<file path="src/rtl/core/smpq_pkg.sv">
// Shared types, codes and constants for the sorted minimum priority queue.
// No dependencies; used by smpq_cell and sorted_min_priority_queue.
package smpq_pkg;

	localparam int DATA_W        = 32;
	localparam int COUNT_W       = 5;
	localparam int DEPTH_DEFAULT = 16;

	typedef enum logic {
		FUNC_INSERT = 1'b0,
		FUNC_REMOVE = 1'b1
	} func_t;

	typedef enum logic [1:0] {
		ERR_OK    = 2'd0,
		ERR_FULL  = 2'd1,
		ERR_EMPTY = 2'd2
	} err_t;

	typedef struct packed {
		logic                     ins;
		logic                     rem;
		logic signed [DATA_W-1:0] value;
	} cmd_t;

endpackage

</file>
<file path="src/rtl/core/smpq_cell.sv">
// One slot of the sorted cell row; slot 0 holds the value removed next.
// Depends on smpq_pkg for the command struct and data width.
module smpq_cell import smpq_pkg::*; #(
	parameter int CntW = 5,
	parameter int Idx  = 0
) (
	input  logic                     clk,
	input  cmd_t                     cmd,
	input  logic [CntW-1:0]          fill,
	input  logic                     prev_lt,
	input  logic signed [DATA_W-1:0] prev_val,
	input  logic signed [DATA_W-1:0] next_val,
	output logic                     lt,
	output logic signed [DATA_W-1:0] val,
	output logic signed [DATA_W-1:0] val_nxt
);

	logic                     occupied;
	logic signed [DATA_W-1:0] val_q;

	assign occupied = CntW'(Idx) < fill;
	assign lt       = occupied && (val_q < cmd.value);
	assign val      = val_q;

	always_comb begin
		val_nxt = val_q;
		if (cmd.ins && !lt) begin
			val_nxt = prev_lt ? cmd.value : prev_val;
		end else if (cmd.rem) begin
			val_nxt = next_val;
		end
	end

	always_ff @(posedge clk) begin
		val_q <= val_nxt;
	end

endmodule

</file>
<file path="src/rtl/core/sorted_min_priority_queue.sv">
// The queue accepts one request per cycle while in_ready is high and registers its result;
// all slots of the cell row update together, so in_ready drops only while a finished
// result waits at the output for out_ready. Equal values leave newest first.
// Top level of the sorted minimum priority queue; depends on smpq_pkg and smpq_cell.
module sorted_min_priority_queue import smpq_pkg::*; #(
	parameter int DEPTH = DEPTH_DEFAULT
) (
	input  logic                     clk,
	input  logic                     arst_n,
	input  logic                     in_valid,
	output logic                     in_ready,
	input  logic                     func,
	input  logic signed [DATA_W-1:0] item_value,
	output logic                     out_valid,
	input  logic                     out_ready,
	output logic signed [DATA_W-1:0] removed_value,
	output logic signed [DATA_W-1:0] min_value,
	output logic [COUNT_W-1:0]       count,
	output logic                     full_res,
	output logic                     empty_res,
	output logic [1:0]               error
);

	localparam int CntW = $clog2(DEPTH + 1);

	logic                     accept;
	logic                     is_full;
	logic                     is_empty;
	cmd_t                     cmd;
	err_t                     err_d;
	logic [CntW-1:0]          count_q;
	logic [CntW-1:0]          count_d;
	logic [CntW+COUNT_W-1:0]  count_ext;
	logic                     out_valid_q;
	logic signed [DATA_W-1:0] removed_q;
	logic signed [DATA_W-1:0] min_q;
	logic                     full_q;
	logic                     empty_q;
	err_t                     err_q;

	logic                     lt      [DEPTH];
	logic signed [DATA_W-1:0] val     [DEPTH];
	logic signed [DATA_W-1:0] val_nxt [DEPTH];

	assign in_ready = !out_valid_q || out_ready;
	assign accept   = in_valid && in_ready;
	assign is_full  = count_q == CntW'(DEPTH);
	assign is_empty = count_q == '0;

	always_comb begin
		cmd.value = item_value;
		cmd.ins   = accept && (func == FUNC_INSERT) && !is_full;
		cmd.rem   = accept && (func == FUNC_REMOVE) && !is_empty;
		err_d     = ERR_OK;
		if (func == FUNC_INSERT && is_full) begin
			err_d = ERR_FULL;
		end else if (func == FUNC_REMOVE && is_empty) begin
			err_d = ERR_EMPTY;
		end
		count_d = count_q;
		if (cmd.ins) begin
			count_d = count_q + CntW'(1);
		end else if (cmd.rem) begin
			count_d = count_q - CntW'(1);
		end
	end

	for (genvar k = 0; k < DEPTH; k++) begin : g_cell
		logic                     p_lt;
		logic signed [DATA_W-1:0] p_val;
		logic signed [DATA_W-1:0] n_val;

		if (k == 0) begin : g_head
			assign p_lt  = 1'b1;
			assign p_val = '0;
		end else begin : g_body
			assign p_lt  = lt[k-1];
			assign p_val = val[k-1];
		end
		if (k == DEPTH - 1) begin : g_last
			assign n_val = '0;
		end else begin : g_mid
			assign n_val = val[k+1];
		end

		smpq_cell #(
			.CntW (CntW),
			.Idx  (k)
		) u_cell (
			.clk      (clk),
			.cmd      (cmd),
			.fill     (count_q),
			.prev_lt  (p_lt),
			.prev_val (p_val),
			.next_val (n_val),
			.lt       (lt[k]),
			.val      (val[k]),
			.val_nxt  (val_nxt[k])
		);
	end

	always_ff @(posedge clk or negedge arst_n) begin
		if (!arst_n) begin
			count_q     <= '0;
			out_valid_q <= 1'b0;
		end else begin
			count_q <= count_d;
			if (accept) begin
				out_valid_q <= 1'b1;
			end else if (out_ready) begin
				out_valid_q <= 1'b0;
			end
		end
	end

	always_ff @(posedge clk) begin
		if (accept) begin
			removed_q <= cmd.rem ? val[0] : '0;
			min_q     <= (count_d == '0) ? '0 : val_nxt[0];
			full_q    <= count_d == CntW'(DEPTH);
			empty_q   <= count_d == '0;
			err_q     <= err_d;
		end
	end

	assign count_ext     = {{COUNT_W{1'b0}}, count_q};
	assign out_valid     = out_valid_q;
	assign removed_value = removed_q;
	assign min_value     = min_q;
	assign count         = count_ext[COUNT_W-1:0];
	assign full_res      = full_q;
	assign empty_res     = empty_q;
	assign error         = err_q;

`ifndef NO_ASSERTIONS
	a_count_bound: assert property (@(posedge clk) disable iff (!arst_n)
		count_q <= CntW'(DEPTH))
		else $error("Stored count exceeds capacity.");

	a_empty_flag: assert property (@(posedge clk) disable iff (!arst_n)
		out_valid_q |-> (empty_q == (count_q == '0)))
		else $error("Empty flag disagrees with stored count.");

	a_insert_count: assert property (@(posedge clk) disable iff (!arst_n)
		cmd.ins |=> count_q == $past(count_q) + CntW'(1))
		else $error("Insert did not raise the count.");

	a_full_error: assert property (@(posedge clk) disable iff (!arst_n)
		(out_valid_q && err_q == ERR_FULL) |-> full_q)
		else $error("Full error reported while not full.");
`endif

endmodule
</file>
<file path="config.mk">
export PLATFORM = sky130hd
export DESIGN_NAME = sorted_min_priority_queue
export DESIGN_NICKNAME = d
export VERILOG_FILES = /design/src/rtl/core/smpq_pkg.sv /design/src/rtl/core/smpq_cell.sv /design/src/rtl/core/sorted_min_priority_queue.sv
export SDC_FILE = /design/constraint.sdc
export NUM_CORES = 2
export LEC_CHECK = 0
export ABC_AREA = 1
export CAP_MARGIN = 15
export CORE_UTILIZATION = 40
export CTS_CLUSTER_SIZE = 28
export DETAILED_ROUTE_END_ITERATION = 7
export DONT_BUFFER_PORTS = 1
export GPL_ROUTABILITY_DRIVEN = 0
export PLACE_DENSITY = 0.56
export RECOVER_POWER = 100
export SETUP_SLACK_MARGIN = 0.02
export SYNTH_ARGS = -nofsm -noshare
export SYNTH_HDL_FRONTEND = slang
export SYNTH_HIERARCHICAL = 1
export SYNTH_SLANG_ARGS = --single-unit
</file>
<file path="constraint.sdc">
create_clock -name clk -period 3.8 [get_ports clk]
set_input_delay 0.57 -clock clk [delete_from_list [all_inputs] [get_ports clk]]
set_output_delay 0.57 -clock clk [all_outputs]
set_load 0.005 [all_outputs]
</file>
==> results.cfg <==
[power_and_ir_drop]
p_per_area_nw_per_um2 = 832
power_frac_clock_pct = 17.2
ir_drop_uv = 362
switching_share_pct = 45.5
internal-power_mw = 22.4
p_switching_mw = 18.7
combPwrFrac_pct = 53.5
seqPwrFrac_pct = 29.4
leakage_nw = 26.0

[placement]
dpl_worst_slack_ns = 0.496
dp_hpwl_um = 96300
place_area_um2 = 47300
portBuffers = 0

[clock_tree]
clk_pin_slew_ns = 0.06
cts_tree = yes
cts_buffer_depth = 3
cts.sink_count = 586
worstSkewPairLatency_ns = 0.65
post-cts-setup-buffers = 0
htreeDepth = 3
clockRootBuffer = clkbuf_16
hold_buffers = 1
numCtsBuffers = 76
cts_resized = 0

[outcome]
outcome = complete, no violations

[sta]
final.setup_skew_ns = 0.0250
setup-tns-final_ns = 0
period_share_pct = 89.0
period_minus_slack_ns = 3.38
relSlewSlack_pct = 3.92
fin_ws_ns = 0.419
drv_slew = 0
tightest_slew_ns = 1.44
setup_viol = 0
max_freq_mhz = 296
hold_violations = 0
rsz0062_at_grt = false

[drt]
route.detailed.vias_per_inst = 5.12
ant_nets = 0
num_vias = 40595
routed_wl_um = 127000
route.detailed.drc = 0
dr.pass1.iters = 7
wl_per_cell_um = 16.0
drt-initial-drc-count = 2292

[critical_path]
path_max_fanout = 35
crit_arrival_ns = 3.91
cp.required_ns = 4.33
reg2reg_depth = 11
end_kind = flop
critPathLaunchType = flop
criticalPathCategory = flop to flop

[die]
initial_utilization_pct = 40.5
die_x_um = 340
core.rowCount = 123
die_h_um = 340
coreArea_um2 = 113000
num_io_pins = 112
die-area_um2 = 116000

[final_layout]
syn2layout_area_growth_pct = 8.25
drive_above_1_share_pct = 12.3
layout.nets = 6906
fillers = 11628
n_antenna_cell = 0
finalInstanceArea_um2 = 49400

[synth]
avgSynthCellArea_um2 = 7.07
syn_area_um2 = 45700
yosys_warnings = 6
synthCells = 6460

[global_routing]
grt_pass1_vias = 38796
overflow = 0
grt_first_pass_wirelength_um = 207000
track_usage_pct = 21.6
grt_max_degree = 82
antenna_found_initial = 1

[flow_run]
maxCapViolCount = 0

[min_path]
min_path_cells = 1
hp-class = primary input to flop
-- flip-flops by register name, summed over array words and instances (netlist names) --
register and count:
g_cell.u_cell/val 512, min_value 32, removed_value 32, count 5
error 2, empty_res 1, full_res 1, out_valid 1
-- metal layers --
metal  share of wire (%)  GRT usage, %  up-vias
met5                   0             0        -
met4                 1.5          4.62        0
met3                 4.1          2.85      119
met2                  45          35.6      534
met1                  49          30.0    19028
li1                    -             -    20914
-- layout make-up --
cell class	instances	area (um2)	area share, %
multi-input cells	4851	28700	58.1
flip-flops and latches	586	12400	25.2
clock inverters	17	161	0.327
inverters	744	2800	5.67
clock buffers	114	2210	4.47
repair buffers	112	1230	2.49
well taps	1500	1880	3.80
-- metrics by stage --
step / power [mW] / hold slack [ns] / utilization [%] / instances
3_5_place_dp: 34.3 / 0.275 / 41.9 / 7792
3_3_place_gp: 33.9 / 0.275 / 41.9 / 7792
5_1_grt: 45.4 / 0.110 / 43.8 / 7924
4_1_cts: 41.6 / 0.0512 / 44.0 / 7924
6_report: 41.1 / 0.125 / 43.8 / 7924
2_1_floorplan: 28.7 / 0.274 / - / 6523
-- power by group through the flow --
stage / registers (mW) / clock network, mW / logic [mW]
after floorplan: 11.0 / 0 / 17.6
after global placement: 12.2 / 0 / 21.7
after detailed placement: 12.2 / 0 / 22.0
after CTS: 12.1 / 7.30 / 22.2
after global routing: 12.5 / 7.53 / 25.3
final: 12.1 / 7.06 / 22.0
-- worst paths after layout --
path,start,to,slack (ns)
worst max-delay path,count[0]$_DFF_PN0_,g_cell[12].u_cell/val[30]$_DFF_P_,0.42
worst min-delay path,func,error[0]$_SDFFCE_PP1N_,0.13
worst max register to register,count[0]$_DFF_PN0_,g_cell[12].u_cell/val[30]$_DFF_P_,0.42
worst min register to register,g_cell[15].u_cell/val[0]$_DFF_P_,g_cell[14].u_cell/val[0]$_DFF_P_,0.56
max in group asynchronous,arst_n,count[3]$_DFF_PN0_,3.28
min in group asynchronous,arst_n,out_valid$_DFFE_PN0P_,0.27
-- worst max-delay path, cell delays in order, from the launching register on --
cell      delay, ns
dfrtp_1        0.70
inv_1          0.20
ha_1           0.29
nand2_1        0.10
nor2_1         0.06
nor2_4         0.44
buf_12         0.22
buf_12         0.17
clkbuf_4       0.52
mux2_2         0.41
nand2_1        0.07
nand2_1        0.06
-- layout by cell type, fill, tap and decap left out, drive strengths merged, types with 2 or more instances in the layout --
master  instances
conb           65
nand4          16
dfrtp           6
o21a           12
nand2        1612
a21oi         737
nor2          680
nor3           34
clkbuf        130
mux2          512
edfxtp         68
bufinv          2
o21ai          82
ha            498
nand3         593
buf            95
clkinv         24
inv           734
dfxtp         512
Note: power is estimated with default switching activity, not from simulation.
